<file path="config.mk">
export PLATFORM = sky130hd
export DESIGN_NAME = terminal_line_editor_top
export DESIGN_NICKNAME = d
export VERILOG_FILES = /design/src/rtl/tle_pkg.sv /design/src/rtl/tle_ram.sv /design/src/rtl/terminal_line_editor_top.sv
export VERILOG_INCLUDE_DIRS = /design/src /design/src/rtl
export SDC_FILE = /design/constraint.sdc
export NUM_CORES = 1
export LEC_CHECK = 0
export BUFFER_PORTS_ARGS = -buffer_cell sky130_fd_sc_hd__buf_4
export CAP_MARGIN = 20
export CORE_ASPECT_RATIO = 0.5
export CORE_MARGIN = 2
export CORE_UTILIZATION = 43
export CTS_BUF_LIST = sky130_fd_sc_hd__clkbuf_16
export DETAILED_ROUTE_END_ITERATION = 8
export GPL_TIMING_DRIVEN = 0
export SLEW_MARGIN = 25
export SYNTH_ARGS = -nofsm -noshare
export SYNTH_HDL_FRONTEND = slang
export SYNTH_SLANG_ARGS = --single-unit
</file>
<file path="constraint.sdc">
create_clock -name clk -period 4.05 [get_ports clk]
set_clock_uncertainty 0.1 [all_clocks]
set_input_delay 0.81 -clock clk [delete_from_list [all_inputs] [get_ports clk]]
set_output_delay 0.81 -clock clk [all_outputs]
set_load 0.005 [all_outputs]
</file>
<file path="src/rtl/terminal_line_editor_top_defines.svh">
// Assertion macros shared by the terminal line editor RTL.
// Every macro samples on clk and is disabled while rst is high.
`ifndef TERMINAL_LINE_EDITOR_TOP_DEFINES_SVH
`define TERMINAL_LINE_EDITOR_TOP_DEFINES_SVH

// Same-cycle implication.
`define TLE_ASSERT_NOW(label, ante, cons, msg) \
  label: assert property (@(posedge clk) disable iff (rst) (ante) |-> (cons)) \
    else $error(msg);

// Next-cycle implication.
`define TLE_ASSERT_NEXT(label, ante, cons, msg) \
  label: assert property (@(posedge clk) disable iff (rst) (ante) |=> (cons)) \
    else $error(msg);

`endif

</file>
<file path="src/rtl/tle_pkg.sv">
// Shared constants and types for the terminal line editor.
// No dependencies; imported by terminal_line_editor_top and the testbench.
package tle_pkg;

  localparam int LINE_LENGTH = 32;
  localparam int ADDR_W      = $clog2(LINE_LENGTH);
  localparam int CUR_W       = 6;
  localparam int BYTE_W      = 8;

  localparam logic [BYTE_W-1:0] BYTE_BS    = 8'h7f;
  localparam logic [BYTE_W-1:0] BYTE_ESC   = 8'h1b;
  localparam logic [BYTE_W-1:0] BYTE_BRK   = 8'h5b;
  localparam logic [BYTE_W-1:0] BYTE_LEFT  = 8'h44;
  localparam logic [BYTE_W-1:0] BYTE_RIGHT = 8'h43;
  localparam logic [BYTE_W-1:0] BYTE_CR    = 8'h0d;
  localparam logic [BYTE_W-1:0] BYTE_LF    = 8'h0a;

  localparam logic [1:0] KIND_ECHO = 2'd0;
  localparam logic [1:0] KIND_LINE = 2'd1;
  localparam logic [1:0] KIND_END  = 2'd2;
  localparam logic [1:0] KIND_OVF  = 2'd3;

  typedef enum logic [1:0] {
    ESC_IDLE,
    ESC_SEEN,
    ESC_BRACKET
  } esc_t;

  typedef enum logic [3:0] {
    S_CLEAR,
    S_IDLE,
    S_RIGHT_CHK,
    S_ARROW_ESC,
    S_ARROW_BRK,
    S_ECHO,
    S_OVF,
    S_CR_LF,
    S_CR_CR,
    S_LINE_RD,
    S_LINE_EMIT,
    S_END
  } state_t;

endpackage

</file>
<file path="src/rtl/tle_ram.sv">
// Generic single-write, single-read RAM with registered read data.
// No dependencies.
module tle_ram #(
  parameter int WIDTH = 8,
  parameter int DEPTH = 32
) (
  input  logic                     clk,
  input  logic                     wr_en,
  input  logic [$clog2(DEPTH)-1:0] wr_addr,
  input  logic [WIDTH-1:0]         wr_data,
  input  logic [$clog2(DEPTH)-1:0] rd_addr,
  output logic [WIDTH-1:0]         rd_data
);

  logic [WIDTH-1:0] mem [DEPTH];

  always_ff @(posedge clk) begin
    if (wr_en) begin
      mem[wr_addr] <= wr_data;
    end
    rd_data <= mem[rd_addr];
  end

endmodule

</file>
<file path="src/rtl/terminal_line_editor_top.sv">
// Terminal line editor: takes one received byte per input word and returns echo, line,
// line-end and overflow words, the last word of each input flagged by last. The line lives
// in a 32-entry RAM with one read port. After reset, a line end or an overflow, a clearing
// pass writes zero to every RAM entry, one per cycle, during which no input is taken.
// Depends on tle_pkg, tle_ram and terminal_line_editor_top_defines.svh.
`include "terminal_line_editor_top_defines.svh"

module terminal_line_editor_top
  import tle_pkg::*;
(
  input  logic              clk,
  input  logic              rst,
  input  logic              in_valid,
  output logic              in_ready,
  input  logic [BYTE_W-1:0] rx_byte,
  output logic              out_valid,
  input  logic              out_ready,
  output logic [1:0]        kind,
  output logic [BYTE_W-1:0] data_byte,
  output logic [CUR_W-1:0]  final_cursor,
  output logic              last
);

  localparam logic [ADDR_W-1:0] LAST_ADDR = ADDR_W'(LINE_LENGTH - 1);
  localparam logic [CUR_W-1:0]  CUR_LIMIT = CUR_W'(LINE_LENGTH);

  state_t             state, state_next;
  esc_t               phase, phase_next;
  logic [CUR_W-1:0]   cursor, cursor_next;
  logic [ADDR_W-1:0]  idx, idx_next;
  logic [BYTE_W-1:0]  hold, hold_next;
  logic               ovf_pend, ovf_next;

  logic               wr_en;
  logic [ADDR_W-1:0]  wr_addr;
  logic [BYTE_W-1:0]  wr_data;
  logic [ADDR_W-1:0]  rd_addr;
  logic [BYTE_W-1:0]  rd_data;

  logic               out_free;
  logic               load;
  logic [1:0]         ld_kind;
  logic [BYTE_W-1:0]  ld_data;
  logic [CUR_W-1:0]   ld_cur;
  logic               ld_last;

  logic [CUR_W-1:0]   cur_inc, cur_dec;

  tle_ram #(
    .WIDTH (BYTE_W),
    .DEPTH (LINE_LENGTH)
  ) u_line_ram (
    .clk     (clk),
    .wr_en   (wr_en),
    .wr_addr (wr_addr),
    .wr_data (wr_data),
    .rd_addr (rd_addr),
    .rd_data (rd_data)
  );

  assign out_free = !out_valid || out_ready;
  assign cur_inc  = cursor + CUR_W'(1);
  assign cur_dec  = cursor - CUR_W'(1);

  always_ff @(posedge clk) begin
    if (rst) begin
      state    <= S_CLEAR;
      phase    <= ESC_IDLE;
      cursor   <= '0;
      idx      <= '0;
      ovf_pend <= 1'b0;
    end else begin
      state    <= state_next;
      phase    <= phase_next;
      cursor   <= cursor_next;
      idx      <= idx_next;
      ovf_pend <= ovf_next;
    end
  end

  always_ff @(posedge clk) begin
    hold <= hold_next;
  end

  always_comb begin
    state_next  = state;
    phase_next  = phase;
    cursor_next = cursor;
    idx_next    = idx;
    hold_next   = hold;
    ovf_next    = ovf_pend;
    in_ready    = 1'b0;
    wr_en       = 1'b0;
    wr_addr     = cursor[ADDR_W-1:0];
    wr_data     = '0;
    rd_addr     = cursor[ADDR_W-1:0];
    load        = 1'b0;
    ld_kind     = KIND_ECHO;
    ld_data     = '0;
    ld_cur      = '0;
    ld_last     = 1'b0;

    case (state)
      S_CLEAR: begin
        wr_en   = 1'b1;
        wr_addr = idx;
        if (idx == LAST_ADDR) begin
          idx_next   = '0;
          state_next = S_IDLE;
        end else begin
          idx_next = idx + ADDR_W'(1);
        end
      end

      S_IDLE: begin
        in_ready = 1'b1;
        if (in_valid) begin
          case (phase)
            ESC_SEEN: begin
              phase_next = (rx_byte == BYTE_BRK) ? ESC_BRACKET : ESC_IDLE;
            end
            ESC_BRACKET: begin
              phase_next = ESC_IDLE;
              if (rx_byte == BYTE_LEFT) begin
                hold_next  = BYTE_LEFT;
                ovf_next   = 1'b0;
                state_next = S_ARROW_ESC;
                if (cursor != '0) begin
                  cursor_next = cur_dec;
                end
              end else if (rx_byte == BYTE_RIGHT) begin
                // cell under the cursor is read this cycle, checked next
                state_next = S_RIGHT_CHK;
              end
            end
            default: begin
              phase_next = ESC_IDLE;
              if (rx_byte == BYTE_CR) begin
                state_next = S_CR_LF;
              end else if (rx_byte == BYTE_BS) begin
                if (cursor != '0) begin
                  cursor_next = cur_dec;
                  wr_en       = 1'b1;
                  wr_addr     = cur_dec[ADDR_W-1:0];
                  hold_next   = rx_byte;
                  ovf_next    = 1'b0;
                  state_next  = S_ECHO;
                end
              end else if (rx_byte == BYTE_ESC) begin
                phase_next = ESC_SEEN;
              end else begin
                if (cursor < CUR_LIMIT) begin
                  wr_en   = 1'b1;
                  wr_data = rx_byte;
                end
                hold_next   = rx_byte;
                cursor_next = cur_inc;
                ovf_next    = (cur_inc >= CUR_LIMIT);
                state_next  = S_ECHO;
              end
            end
          endcase
        end
      end

      S_RIGHT_CHK: begin
        if ((cursor < CUR_LIMIT) && (rd_data != '0)) begin
          hold_next   = BYTE_RIGHT;
          cursor_next = cur_inc;
          ovf_next    = (cur_inc >= CUR_LIMIT);
          state_next  = S_ARROW_ESC;
        end else begin
          state_next = S_IDLE;
        end
      end

      S_ARROW_ESC: begin
        if (out_free) begin
          load       = 1'b1;
          ld_data    = BYTE_ESC;
          state_next = S_ARROW_BRK;
        end
      end

      S_ARROW_BRK: begin
        if (out_free) begin
          load       = 1'b1;
          ld_data    = BYTE_BRK;
          state_next = S_ECHO;
        end
      end

      S_ECHO: begin
        if (out_free) begin
          load       = 1'b1;
          ld_data    = hold;
          ld_last    = !ovf_pend;
          state_next = ovf_pend ? S_OVF : S_IDLE;
        end
      end

      S_OVF: begin
        if (out_free) begin
          load        = 1'b1;
          ld_kind     = KIND_OVF;
          ld_last     = 1'b1;
          cursor_next = '0;
          idx_next    = '0;
          state_next  = S_CLEAR;
        end
      end

      S_CR_LF: begin
        if (out_free) begin
          load       = 1'b1;
          ld_data    = BYTE_LF;
          state_next = S_CR_CR;
        end
      end

      S_CR_CR: begin
        if (out_free) begin
          load       = 1'b1;
          ld_data    = BYTE_CR;
          idx_next   = '0;
          state_next = S_LINE_RD;
        end
      end

      S_LINE_RD: begin
        rd_addr    = idx;
        state_next = S_LINE_EMIT;
      end

      S_LINE_EMIT: begin
        // hold the address so the read data stays put through an output stall
        rd_addr = idx;
        if (rd_data == '0) begin
          state_next = S_END;
        end else if (out_free) begin
          load    = 1'b1;
          ld_kind = KIND_LINE;
          ld_data = rd_data;
          if (idx == LAST_ADDR) begin
            idx_next   = '0;
            state_next = S_END;
          end else begin
            idx_next   = idx + ADDR_W'(1);
            state_next = S_LINE_RD;
          end
        end
      end

      S_END: begin
        if (out_free) begin
          load        = 1'b1;
          ld_kind     = KIND_END;
          ld_cur      = cursor;
          ld_last     = 1'b1;
          cursor_next = '0;
          idx_next    = '0;
          state_next  = S_CLEAR;
        end
      end

      default: begin
        state_next = S_IDLE;
      end
    endcase
  end

  // output register: a new word loads only when the old one has left
  always_ff @(posedge clk) begin
    if (rst) begin
      out_valid <= 1'b0;
    end else if (load) begin
      out_valid <= 1'b1;
    end else if (out_ready) begin
      out_valid <= 1'b0;
    end
  end

  always_ff @(posedge clk) begin
    if (load) begin
      kind         <= ld_kind;
      data_byte    <= ld_data;
      final_cursor <= ld_cur;
      last         <= ld_last;
    end
  end

  `TLE_ASSERT_NOW(a_cursor_range, 1'b1, cursor <= CUR_LIMIT, "cursor beyond line length")
  `TLE_ASSERT_NOW(a_line_nonzero, out_valid && (kind == KIND_LINE), data_byte != '0,
                  "zero byte emitted as line content")
  `TLE_ASSERT_NOW(a_end_is_last, out_valid && ((kind == KIND_END) || (kind == KIND_OVF)),
                  last, "line end or overflow word not flagged last")
  `TLE_ASSERT_NOW(a_scan_no_write, (state == S_LINE_RD) || (state == S_LINE_EMIT),
                  !wr_en, "line store written during line scan")
  `TLE_ASSERT_NEXT(a_clear_cursor, load && ((ld_kind == KIND_END) || (ld_kind == KIND_OVF)),
                   (cursor == '0) && (state == S_CLEAR), "line not cleared after line end")

endmodule

</file>
==> flow_summary.ini <==
[placed_design]
routabilityCongestion = 0.914
placedCellCount = 1419
portBuffers = 29
dp_hpwl_um = 22700
placed_cell_area_sq_um = 14200

[clock_network]
insertion_delay_ns = 0.56
clk_root_buffer_cell = clkbuf_16
cts_tree = done
cts_made_buffers = 28
cts_max_path_buffers = 3
h-tree-depth = 1
clock-sinks = 308
clk_pin_slew_worst_paths_ns = 0.06

[route]
viasPerCell = 5.74
vias = 8448
dr.pass1.iters = 5
drt_iter0_drc = 689
wl_um = 33900
postRouteAntennaNets = 0
post_drt_wl_per_cell_um = 23.0
drc_errors = 0

[job]
max_cap_violations = 0

[die]
row_count = 45
ios = 31
start_util_pct = 44.0
dieArea_sq_um = 32800
dieHeight_um = 129
die-width_um = 254
core_sq_um = 30500

[timing]
tns_ns = -0.0433
report.final.hold_viol_count = 0
hold_ws_ns = 0.444
rsz0062_at_grt = yes
min_period_ns = 4.06
finalMaxSlewViolations = 0
setup_viol = 8
clock.fmax_mhz = 246
relSlewSlack_pct = 30.2
finalCritPeriodShare_pct = 100
fin_ws_ns = -0.0103
max_slew.worst_pin.slew_ns = 1.04

[synth]
postSynthAreaPerCell_sq_um = 13.9
ys_seq_elements = 308
syn-num-nets = 986
synth_cells = 967
yosysTopAreaCell = edfxtp_1
synth_flop_cell = edfxtp_1
yosys.cell_types.count = 70
postSynth.asyncResetShare_pct = 0
synth_sequential_area_ratio_pct = 66.8
ys_warn_count = 0
synth-edff-count = 281
synth.area.top_cells = edfxtp_1 63%, mux2i_1 10%, dfxtp_1 4.0%
netlist_area_sq_um = 13400
synth.top_cell.area_share_pct = 62.8

[critical_path]
critical_path_class = flip-flop to flip-flop
crit_arrival_ns = 4.14
cp_max_fo = 10
cp.required_ns = 4.13
critPathLaunchType = flip-flop
end_kind = flip-flop

[grt]
grt_pass1_wl_um = 49800
grt_pass1_vias = 8035
grt_overflow = 0
gr-usage-all-layers_pct = 20.7
antenna_found_initial = 0
grt_max_degree = 33

[cells_and_area]
final_nets = 1046
antennaDiodeCount = 0
area_growth_pct = 13.1
fin_util_pct = 49.8
fin_cells = 1471
final_cell_mix = 281 x edfxtp_1, 135 x mux2i_1, 71 x a21oi_1
final_area_sq_um = 15200
mostFrequentLayoutCell = edfxtp_1
drive_above_1_share_pct = 14.5

[outcome]
violations = setup timing
outcome = finished, violations left

[pwr]
vdd_drop_max_mv = 0.313
p_per_area_nw_per_um2 = 608
p_leak_nw = 4.92

[worst_hold_path]
min_path_type = flip-flop to flip-flop
==> per-stage QoR <==
step	setup slack, ns	total power, mW
final	-0.0103	9.24
after global routing	-0.342	9.61
after CTS	-0.0171	9.19
after detailed placement	-0.176	6.65
after global placement	-0.0798	6.62
after floorplan	0.761	5.74
==> registers in the layout, summed over array words and instances, names as in the netlist <==
name and count:
out_valid 1, phase 2, last 1, kind 2
final_cursor 6, idx 5, hold 8, cursor 6
state 4, ovf_pend 1, u_line_ram.rd_data 8, data_byte 8
u_line_ram.mem 256
==> timing repair <==
| action | in CTS | in global routing |
|---|---|---|
| setup endpoints to repair | 48 | 256 |
| resized for setup | 7 | 31 |
| pin swaps | 0 | 0 |
| buffers inserted | 0 | 2 |
| hold endpoints to repair | 0 | 0 |
| hold buffers | 0 | 0 |
==> final timing paths <==
check                 start                     to  slack [ns]  depth (start not counted)
setup reg to reg  cursor[0]  u_line_ram.mem[27][2]       -0.01                         10
setup / recovery  cursor[0]  u_line_ram.mem[27][2]       -0.01                         10
hold / removal     phase[0]               phase[0]        0.44                          2
hold reg to reg    phase[0]               phase[0]        0.44                          2
==> per-layer routing <==
metal | vias up | wire (um) | global-route usage (%)
li1 | 3864 | - | -
met1 | 4213 | 16200 | 30.7
met2 | 313 | 14700 | 31.8
met3 | 58 | 2350 | 3.86
met4 | 0 | 624 | 4.22
met5 | - | 0 | 0
==> logic make-up (layout without fill, tap and decap cells) <==
group / count (synthesis) / count (layout) / share of synthesized area [%]
adders and majority gates: 7 / 7 / 0.652
AOI/OAI and AO/OA: 204 / 204 / 10.0
xor gates and xnor gates: 5 / 5 / 0.326
buffers and inverters: 69 / 150 / 2.69
and+or+nand+nor: 235 / 235 / 9.07
muxes: 139 / 139 / 10.4
DFF: 308 / 308 / 66.8
==> power by group <==
group | leakage, nW | switching (mW) | internal, mW
Clock | 0.453 | 1.14 | 1.41
Sequential | 2.83 | 0.142 | 3.92
Combinational | 1.63 | 1.72 | 0.903
==> synthesized netlist by cell type (3+ instances only) <==
cell type	n
nand4_1	3
nor2b_1	8
nand2_1	32
xnor2_1	4
a21oi_1	71
o32ai_1	3
dfxtp_1	27
and2_1	12
a22oi_1	71
ha_1	7
nor4_1	14
nor3b_1	4
nor2_1	80
nand3b_1	6
and3_1	11
inv_1	11
nor3_1	15
o21ai_0	23
buf_6	7
mux2_2	4
nand3_1	14
nand2b_1	13
or3_1	5
a21o_1	4
mux2i_1	135
buf_4	10
clkbuf_1	28
buf_2	10
a211oi_1	8
edfxtp_1	281
==> layout make-up <==
| cell class | instances | area, sq um |
|---|---|---|
| sequential | 308 | 8980 |
| tap | 423 | 529 |
| multi-input combinational | 590 | 4230 |
| clock inverter | 22 | 140 |
| timing repair buffer | 31 | 233 |
| fill | 2637 | 15300 |
| inverter | 13 | 48.8 |
| buffer | 55 | 309 |
| clock buffer | 29 | 726 |
==> critical path, cell delays in order (launching register included) <==
cell and delay [ns]:
dfxtp_1 0.33, clkbuf_1 0.37, inv_1 0.17, ha_1 0.26
nor4b_1 0.17, and2_1 0.17, buf_2 0.18, o41ai_1 0.55
a22oi_2 0.24, nand3b_1 0.44, nor2_1 0.69
(Power assumes the default switching activity.)
